===== src/hw/rtl/dda_pkg.sv =====
// ----------------------------------------------------------------------------
// dda_pkg
// Shared types and constants for the DDA line rasterizer: word formats of the
// command and pixel channels and the classified operation held in the queue.
// ----------------------------------------------------------------------------
package dda_pkg;

	localparam int COORD_BITS = 10;

	typedef logic [COORD_BITS-1:0] coord_t;

	// action codes of a command word
	typedef enum logic {
		ACT_LOAD = 1'b0,
		ACT_STEP = 1'b1
	} action_t;

	// command channel word
	typedef struct packed {
		action_t action;
		coord_t  x_start;
		coord_t  y_start;
		coord_t  x_end;
		coord_t  y_end;
	} cmd_t;

	// pixel channel word
	typedef struct packed {
		coord_t pixel_x;
		coord_t pixel_y;
		logic   last_pixel;
	} pix_t;

	// stepping directions of a line
	typedef struct packed {
		logic x_major;
		logic major_down;
		logic minor_down;
	} dir_t;

	// classified operation passed from front to back
	typedef struct packed {
		action_t action;
		coord_t  major_start;
		coord_t  minor_start;
		coord_t  minor_delta_abs;
		coord_t  line_length;
		coord_t  rem_init;
		dir_t    dir;
	} op_t;

endpackage


===== src/hw/rtl/dda_front.sv =====
// ----------------------------------------------------------------------------
// dda_front
// Classifies command words: a load gets its deltas, major axis, line length,
// direction bits and starting remainder worked out; a step passes as is.
// ----------------------------------------------------------------------------
module dda_front (
	input  dda_pkg::cmd_t cmd,
	output dda_pkg::op_t  op
);
	import dda_pkg::*;

	logic signed [COORD_BITS:0] dx;
	logic signed [COORD_BITS:0] dy;
	coord_t adx;
	coord_t ady;
	logic   x_major;
	logic   min_neg;
	coord_t len;

	// signed deltas and their magnitudes
	always_comb begin
		dx  = $signed({1'b0, cmd.x_end}) - $signed({1'b0, cmd.x_start});
		dy  = $signed({1'b0, cmd.y_end}) - $signed({1'b0, cmd.y_start});
		adx = dx[COORD_BITS] ? COORD_BITS'(-dx) : COORD_BITS'(dx);
		ady = dy[COORD_BITS] ? COORD_BITS'(-dy) : COORD_BITS'(dy);
	end

	// major axis selection, x wins a tie
	always_comb begin
		x_major = (adx >= ady);
		min_neg = x_major ? dy[COORD_BITS] : dx[COORD_BITS];
		len     = x_major ? adx : ady;

		op.action          = cmd.action;
		op.major_start     = x_major ? cmd.x_start : cmd.y_start;
		op.minor_start     = x_major ? cmd.y_start : cmd.x_start;
		op.minor_delta_abs = x_major ? ady : adx;
		op.line_length     = len;
		op.dir.x_major     = x_major;
		op.dir.major_down  = x_major ? dx[COORD_BITS] : dy[COORD_BITS];
		op.dir.minor_down  = min_neg;
		// negative minor delta starts the remainder at L-1 for floor rounding
		op.rem_init        = (min_neg && (len != '0)) ? len - 1'b1 : '0;
	end

endmodule


===== src/hw/rtl/dda_queue.sv =====
// ----------------------------------------------------------------------------
// dda_queue
// Small first-in first-out queue of classified operations between the front
// and back halves of the rasterizer.
// ----------------------------------------------------------------------------
module dda_queue #(
	parameter int DEPTH = 4
) (
	input  logic         clk,
	input  logic         arst_n,
	input  logic         push,
	input  dda_pkg::op_t wdata,
	output logic         full,
	input  logic         pop,
	output logic         empty,
	output dda_pkg::op_t rdata
);
	import dda_pkg::*;

	localparam int PW = (DEPTH > 1) ? $clog2(DEPTH) : 1;
	localparam int CW = $clog2(DEPTH + 1);

	op_t           mem_q [DEPTH];
	logic [PW-1:0] wr_ptr_q;
	logic [PW-1:0] rd_ptr_q;
	logic [CW-1:0] count_q;
	logic          do_push;
	logic          do_pop;

	assign full    = (count_q == CW'(DEPTH));
	assign empty   = (count_q == '0);
	assign do_push = push && !full;
	assign do_pop  = pop && !empty;
	assign rdata   = mem_q[rd_ptr_q];

	// storage
	always_ff @(posedge clk) begin
		if (do_push) begin
			mem_q[wr_ptr_q] <= wdata;
		end
	end

	// pointers and fill count
	always_ff @(posedge clk or negedge arst_n) begin
		if (!arst_n) begin
			wr_ptr_q <= '0;
			rd_ptr_q <= '0;
			count_q  <= '0;
		end else begin
			if (do_push) begin
				wr_ptr_q <= (wr_ptr_q == PW'(DEPTH - 1)) ? '0 : wr_ptr_q + 1'b1;
			end
			if (do_pop) begin
				rd_ptr_q <= (rd_ptr_q == PW'(DEPTH - 1)) ? '0 : rd_ptr_q + 1'b1;
			end
			if (do_push && !do_pop) begin
				count_q <= count_q + 1'b1;
			end else if (do_pop && !do_push) begin
				count_q <= count_q - 1'b1;
			end
		end
	end

endmodule


===== src/hw/rtl/dda_back.sv =====
// ----------------------------------------------------------------------------
// dda_back
// Executes queued operations: a load replaces the line state, a step on a live
// line emits one pixel into the output register and advances the accumulator.
// ----------------------------------------------------------------------------
module dda_back (
	input  logic          clk,
	input  logic          arst_n,
	input  logic          head_valid,
	input  dda_pkg::op_t  head,
	output logic          pop,
	output logic          pix_valid,
	input  logic          pix_stall,
	output dda_pkg::pix_t pix
);
	import dda_pkg::*;

	coord_t major_pos_q;
	coord_t minor_pos_q;
	coord_t rem_q;
	coord_t minor_delta_abs_q;
	coord_t line_length_q;
	coord_t pixels_left_q;
	dir_t   dir_q;
	logic   active_q;
	logic   out_valid_q;
	pix_t   out_q;

	logic              out_free;
	logic              is_load;
	logic              emit;
	logic [COORD_BITS:0] rem_sum;
	logic              minor_step;

	assign out_free  = !out_valid_q || !pix_stall;
	assign is_load   = (head.action == ACT_LOAD);
	assign pop       = head_valid && (is_load || !active_q || out_free);
	assign emit      = head_valid && !is_load && active_q && out_free;
	assign pix_valid = out_valid_q;
	assign pix       = out_q;

	// remainder accumulator, sum stays below twice the line length
	always_comb begin
		rem_sum    = {1'b0, rem_q} + {1'b0, minor_delta_abs_q};
		minor_step = (rem_sum >= {1'b0, line_length_q});
	end

	// output word register
	always_ff @(posedge clk) begin
		if (emit) begin
			out_q.pixel_x    <= dir_q.x_major ? major_pos_q : minor_pos_q;
			out_q.pixel_y    <= dir_q.x_major ? minor_pos_q : major_pos_q;
			out_q.last_pixel <= (pixels_left_q == COORD_BITS'(1));
		end
	end

	// line state
	always_ff @(posedge clk or negedge arst_n) begin
		if (!arst_n) begin
			major_pos_q       <= '0;
			minor_pos_q       <= '0;
			rem_q             <= '0;
			minor_delta_abs_q <= '0;
			line_length_q     <= '0;
			pixels_left_q     <= '0;
			dir_q             <= '0;
			active_q          <= 1'b0;
			out_valid_q       <= 1'b0;
		end else begin
			if (emit) begin
				out_valid_q <= 1'b1;
			end else if (!pix_stall) begin
				out_valid_q <= 1'b0;
			end

			if (pop && is_load) begin
				major_pos_q       <= head.major_start;
				minor_pos_q       <= head.minor_start;
				rem_q             <= head.rem_init;
				minor_delta_abs_q <= head.minor_delta_abs;
				line_length_q     <= head.line_length;
				pixels_left_q     <= head.line_length;
				dir_q             <= head.dir;
				active_q          <= (head.line_length != '0);
			end else if (emit) begin
				major_pos_q <= dir_q.major_down ? major_pos_q - 1'b1 : major_pos_q + 1'b1;
				if (minor_step) begin
					rem_q       <= COORD_BITS'(rem_sum - {1'b0, line_length_q});
					minor_pos_q <= dir_q.minor_down ? minor_pos_q - 1'b1
					                                : minor_pos_q + 1'b1;
				end else begin
					rem_q <= COORD_BITS'(rem_sum);
				end
				pixels_left_q <= pixels_left_q - 1'b1;
				if (pixels_left_q == COORD_BITS'(1)) begin
					active_q <= 1'b0;
				end
			end
		end
	end

endmodule


===== src/hw/rtl/dda_line_rasterizer.sv =====
// ----------------------------------------------------------------------------
// dda_line_rasterizer
// DDA line rasterizer: load words set up a line, step words each return the
// next pixel of it, with the minor axis kept exact by a remainder accumulator.
//
//   channel   dir   handshake            word
//   cmd       in    cmd_valid/cmd_stall  action, x_start, y_start, x_end, y_end
//   pix       out   pix_valid/pix_stall  pixel_x, pixel_y, last_pixel
//
// One command word is taken per cycle while cmd_stall is low; each step with a
// live line gives its pixel through the queue and the output register, so a
// stream of steps yields one pixel every clock while pix_stall is low. The back
// end retires one queued word per cycle unless a live-line step waits on a
// stalled pixel. cmd_stall rises only when the DEPTH-entry queue is full,
// which happens only while a pixel word is held in the output register.
// Reset clears the queue, the line state and the output valid.
// ----------------------------------------------------------------------------
module dda_line_rasterizer #(
	parameter int DEPTH = 4
) (
	input  logic          clk,
	input  logic          arst_n,
	input  logic          cmd_valid,
	output logic          cmd_stall,
	input  dda_pkg::cmd_t cmd,
	output logic          pix_valid,
	input  logic          pix_stall,
	output dda_pkg::pix_t pix
);
	import dda_pkg::*;

	op_t  front_op;
	op_t  head_op;
	logic q_full;
	logic q_empty;
	logic q_pop;

	assign cmd_stall = q_full;

	// classify incoming words
	dda_front u_front (
		.cmd (cmd),
		.op  (front_op)
	);

	// decouple front and back
	dda_queue #(
		.DEPTH (DEPTH)
	) u_queue (
		.clk    (clk),
		.arst_n (arst_n),
		.push   (cmd_valid),
		.wdata  (front_op),
		.full   (q_full),
		.pop    (q_pop),
		.empty  (q_empty),
		.rdata  (head_op)
	);

	// execute and emit pixels
	dda_back u_back (
		.clk        (clk),
		.arst_n     (arst_n),
		.head_valid (!q_empty),
		.head       (head_op),
		.pop        (q_pop),
		.pix_valid  (pix_valid),
		.pix_stall  (pix_stall),
		.pix        (pix)
	);

endmodule


===== config.mk =====
export PLATFORM = sky130hd
export DESIGN_NAME = dda_line_rasterizer
export DESIGN_NICKNAME = d
export VERILOG_FILES = /design/src/hw/rtl/dda_pkg.sv /design/src/hw/rtl/dda_front.sv /design/src/hw/rtl/dda_queue.sv /design/src/hw/rtl/dda_back.sv /design/src/hw/rtl/dda_line_rasterizer.sv
export SDC_FILE = /design/constraint.sdc
export NUM_CORES = 1
export LEC_CHECK = 0
export BUFFER_PORTS_ARGS = -buffer_cell sky130_fd_sc_hd__buf_4
export CORE_MARGIN = 2
export CORE_UTILIZATION = 62
export CTS_BUF_LIST = sky130_fd_sc_hd__clkbuf_8 sky130_fd_sc_hd__clkbuf_16
export CTS_CLUSTER_DIAMETER = 200
export DETAILED_ROUTE_END_ITERATION = 7
export GPL_TIMING_DRIVEN = 0
export HOLD_SLACK_MARGIN = 0.1
export PLACE_DENSITY = 0.77
export SETUP_SLACK_MARGIN = 0.4
export SLEW_MARGIN = 20
export SYNTH_ARGS = -nofsm -noshare
export SYNTH_HDL_FRONTEND = slang
export SYNTH_HIERARCHICAL = 1
export SYNTH_SLANG_ARGS = --single-unit

===== constraint.sdc =====
create_clock -name clk -period 4.75 [get_ports clk]
set_input_delay 0.2375 -clock clk [delete_from_list [all_inputs] [get_ports clk]]
set_output_delay 0.2375 -clock clk [all_outputs]
set_load 0.02 [all_outputs]

Word-level counts from Yosys, hierarchy flattened
Memory sizes are Yosys's and may differ from the RTL's. Cells that the tools add are included. Widths: inputs -> output; s select.

Register bits after elaboration: 93. Output and inout port bits: 23. Memories: 1. Bits in read-only memories: 0. RAM bits: 216. Bits in latches: 0. Logic and storage cells: 105.

Shift-type cells: 0. Equal/unequal tests: 5. Multiplexer cells: 34. Order comparisons: 2. Bitwise logic cells: 1. Add/subtract/negate cells: 16. Div/mod/pow operators: 0. Reduce and logical (&&, ||, !) cells: 29. Multiply operators: 0.

Memories: u_queue.mem_q (depth 4, bits a word 54, read ports 1, clocked after Yosys merged registers in 0, write ports 1, RTL line dda_queue.sv:23) `op_t mem_q [DEPTH];`.

Operators with widths (count): $mux 10 (21); $sub 10x1->10 const B (4); $sub 10x10->11 (2); $add 10x1->10 const B (2); $neg 10->10 (2); $reduce_bool 10->1 (2); $add 10x10->11 (1); $ge 11x10->1 (1); $eq 10x1->1 const B (1); $ge 10x10->1 (1); $logic_and 1x1->1 (10); $sub 10x10->10 (1); $mux 1 (9); $reduce_bool 2->1 (4); $logic_not 1->1 (7); $mux 3 (2); $add 2x1->2 const B (2); $eq 2x2->1 const B (2); $mux 2 (2); $reduce_and 2->1 (2); $add 3x1->3 const B (1); $eq 3x3->1 const B (1); $logic_not 3->1 (1); $logic_or 1x1->1 (3); 3 further kinds (3).

Longest topological paths before layout
An unclocked memory read counts as a cell.

Depth in word-level cells: 9. Gate-level depth with buffers: 24.

Modules after synthesis
The synthesis kept the hierarchy.

Modules (own cells, without submodules): dda_queue (cells an instance 319, instances 1, area an instance 8252.9 µm², sequential area each 6661.4 µm²); dda_back (cells an instance 558, instances 1, area an instance 5380.2 µm², sequential area each 2257.2 µm²); dda_front (cells an instance 409, instances 1, area an instance 2708.8 µm², sequential area each 0.0 µm²); dda_line_rasterizer (cells an instance 1, instances 1, area an instance 3.8 µm², sequential area each 0.0 µm²).

Worst setup path after synthesis
No wires, ideal clock.

Kind: input-to-reg. From: input cmd[0] (netlist bit). To: memory u_queue/mem_q[0][10] (netlist bit) (data pin). Cell stages on the path: 23. Path slack: -0.222 ns. Data arrival time: 4.686 ns. Data required time: 4.464 ns. Library setup time: 0.286 ns. Cell sequence: inv_1 > ha_1 > fa_1 > nand2b_1 > a21oi_1 > xnor2_1 > o2111ai_1 > o41ai_1 > xnor2_1 > inv_1 > ha_1 > a21oi_1 > and2_1 > a31oi_1 > nand2_1 > clkbuf_1 > clkbuf_1 > nand2_1 > o21ai_0 > ha_1 > o221ai_2 > o41ai_4 > nor2_1.

RTL lines: start: declaration (RTL line dda_line_rasterizer.sv:25) `input dda_pkg::cmd_t cmd,`; end: declaration (RTL line dda_queue.sv:23).

==> qor.tcl <==
set qor(run_status) {finished clean}
set qor(worst_path_most_repeated_cell) {ha_4}
set qor(maxcap_violations) 0
set qor(synth_enable_flop_cells) 237
set qor(critical_setup_path_class) {in2reg}
set qor(routed-via-count) 11600
set qor(final_layout_size_suffix_gt1_frac) 0.264
set qor(timing_max_transition_violations_final) 0
set qor(yosys.cell_types.count) 91
set qor(gpl.final_weighted_congestion) 0.902
set qor(fraction_of_registers_with_async_set_or_reset_after_synthesis) 0.233
set qor(cpPeakStageDelay_ns) 0.46
set qor(global_route.usage.total) 0.287
set qor(first_pass_iters) 6
set qor(tightestPinTransition_ns) 0.996
set qor(cts-buffers-inserted) 31
set qor(worst_ep_required_time_ns) 5.03
set qor(initial_utilization) 0.629
set qor(antenna_found_initial) 0
set qor(via_to_cell_ratio) 6.44
set qor(postSynthAreaPerCell_sq_um) 12.7
set qor(flip_flop_and_latch_count_after_synthesis) 309
set qor(cts_sinks) 309
set qor(antenna-diode-count) 0
set qor(netlist_area_sq_um) 16300
set qor(maxClockFrequency_mhz) 217
set qor(dpl.hpwl_microns) 27500
set qor(ctsHtreeMaxLevel) 1
set qor(final_common_cell) {edfxtp_1}
set qor(cts_buffer_depth) 3
set qor(grt_setup_unrepaired) {true}
set qor(insertion_delay_ns) 0.56
set qor(synth_seq_area_share) 0.546
set qor(port_buffers) 66
set qor(layout-area-overhead-vs-synth_pct) 19.2
set qor(pin_count_of_the_biggest_net_entering_global_routing) 73
set qor(detailedRoute.firstIterationViolations) 1226
set qor(die_height_microns) 166
set qor(ys.flop_type) {edfxtp_1}
set qor(pre_cts_ws_ns) -1.02
set qor(finish.cell_count_without_fillers) 1799
set qor(wire_length_of_the_first_global_routing_pass_microns) 62400
set qor(crit_slowest_cell) {fa_2}
set qor(cp-end-kind) {flip-flop}
set qor(fill_cells) 1624
set qor(tritoncts_clock_tree) {yes}
set qor(mostFrequentLayoutCells) {237 x edfxtp_1, 110 x buf_4, 108 x nand2_1}
set qor(drt_wl_total_microns) 40900
set qor(yosysTopAreaCell) {edfxtp_1}
set qor(synth_warnings) 6
set qor(rows) 59
set qor(clockRootBuffer) {clkbuf_16}
set qor(core_sq_um) 26000
set qor(die_x_microns) 166
set qor(placedCellCount) 1693
set qor(drc) 0
set qor(setup_viol_count_final) 0
set qor(worstPathArrival_ns) 4.90
set qor(cp_max_fo) 7
set qor(use_met2) 0.481
set qor(worst_slack_ns) 0.135
set qor(grt-busiest-layer) {met2}
set qor(hold_viol_final) 0
set qor(clk_pin_slew_ns) 0.06
set qor(antenna_violating_nets_post_route) 0
set qor(grt_use_met3) 0.0424
set qor(worst_slew_margin_rel) 0.336
set qor(ioPinCount) 68
set qor(vias_in_the_first_global_route) 11300
set qor(synthCells) 1287
set qor(critPathLaunchType) {input port}
set qor(finClkSkew_ns) 0.0103
set qor(finalWorstPathRequiredPeriod_ns) 4.61
set qor(hold_class) {in2reg}
set qor(gr-total-overflow) 0
set qor(floorplan.die_area_sq_um) 27700
set qor(gr-usage-met1) 0.396
set qor(post-synth-top-area-fraction) 0.435
set qor(detail_route.wl_per_cell_microns) 22.8
set qor(post-route-period-util) 0.971
set qor(crit_chain) {buf_8, inv_8, ha_4, fa_2, nor2b_1, o2111ai_2, a31oi_1, nor2_1, o41ai_2, xor2_1, inv_1, ha_4, o211ai_1, and2_4, a31oi_4, nand2_2, buf_12, buf_12, o21ai_4, ha_4, o221ai_4, o41ai_4, buf_6, a21oi_4}
set qor(syn-num-nets) 1416
set qor(finalNetCount) 1571
set qor(final_util) 0.750
set qor(synth_top_cells_by_area) {edfxtp_1 44%, dfrtp_1 11%, mux4_2 7.4%}
## cell usage after synthesis, types with 10 or more instances
cell	number
mux2_2	18
clkbuf_1	21
buf_2	12
a21oi_1	75
mux4_2	54
nand2b_1	16
xnor2_1	34
and3_1	12
inv_1	75
nor2_1	64
edfxtp_1	237
o21ai_0	91
mux2i_1	11
a21o_1	10
o211ai_1	14
xor2_1	19
a221o_1	12
ha_1	77
nand2_1	109
nand3_1	14
dfrtp_1	72
nor2b_1	15
nor3_1	22
a211oi_1	12
## final timing paths
check / endpoint / cells past startpoint / slack, ns / startpoint
min in group asynchronous: u_back/minor_delta_abs_q[6] / 2 / 0.38 / arst_n
max: u_queue/mem_q[2][11] / 24 / 0.14 / cmd[10]
min: u_queue/mem_q[3][52] / 3 / 0.11 / cmd[39]
max reg2reg: u_back/rem_q[7] / 15 / 0.77 / u_back/minor_delta_abs_q[0]
min reg2reg: u_back/minor_delta_abs_q[2] / 2 / 0.50 / u_back/minor_delta_abs_q[2]
max in group asynchronous: u_back/minor_pos_q[5] / 2 / 3.70 / arst_n
## area by class of cell
type                       count  area, sq um  share of cell area
clock inverter                24          218              0.0112
inverter                      76          295              0.0152
clock buffer                  31          776              0.0398
buffer                        53          362              0.0186
sequential                   309         8920               0.458
tap                          335          419              0.0215
multi-input combinational    849         7440               0.382
timing repair buffer         122         1060              0.0545
## worst max-delay path, delay by kind of cell
kind	cells	cell delay [ns]
compound gates	9	1.83
fa+ha+maj	4	1.10
buf+inv	6	0.78
simple gates	4	0.64
xor+xnor	1	0.28
## metal layers
metal	vias up	share of wire
met3	88	0.082
met1	5687	0.40
met2	581	0.49
met4	0	0.028
met5	-	0
li1	5222	-
## cell families after synthesis
family | count (synthesis) | synth area share
buffers and inverters | 129 | 0.0361
and+or+nand+nor | 314 | 0.0969
AOI/OAI and AO/OA | 312 | 0.129
xor gates and xnor gates | 53 | 0.0284
muxes | 86 | 0.0961
adders and majority gates | 84 | 0.0675
DFF | 309 | 0.546
## per-stage QoR
stage | TNS, ns | hold WS [ns] | cell area, sq um
floorplan | 0 | -0.0581 | 16500
global placement | -106.70 | 0.439 | 17400
detailed placement | -111.22 | 0.441 | 17500
CTS | 0 | 0.102 | 19000
global route | -0.309 | 0.113 | 19500
finish | 0 | 0.105 | 19500
## state kept, by name, indices dropped and copies added, names as in the netlist, 3 cells and up
signal / flops
u_back/minor_pos_q: 10
u_back/pix: 21
u_back/rem_q: 10
u_back/dir_q: 3
u_back/pixels_left_q: 10
u_back/minor_delta_abs_q: 10
u_queue/count_q: 3
u_queue/mem_q: 216
u_back/line_length_q: 10
u_back/major_pos_q: 10
## repair_timing
item,4_1_cts,5_1_grt
pin swaps,20,29
hold endpoints to repair,94,0
gates resized for setup,40,89
setup buffers,17,25
setup endpoints to repair,160,169
hold buffers,9,0
Power is not shown: default switching activity piles up to over one toggle a cycle in this logic, so the estimate is an artifact.
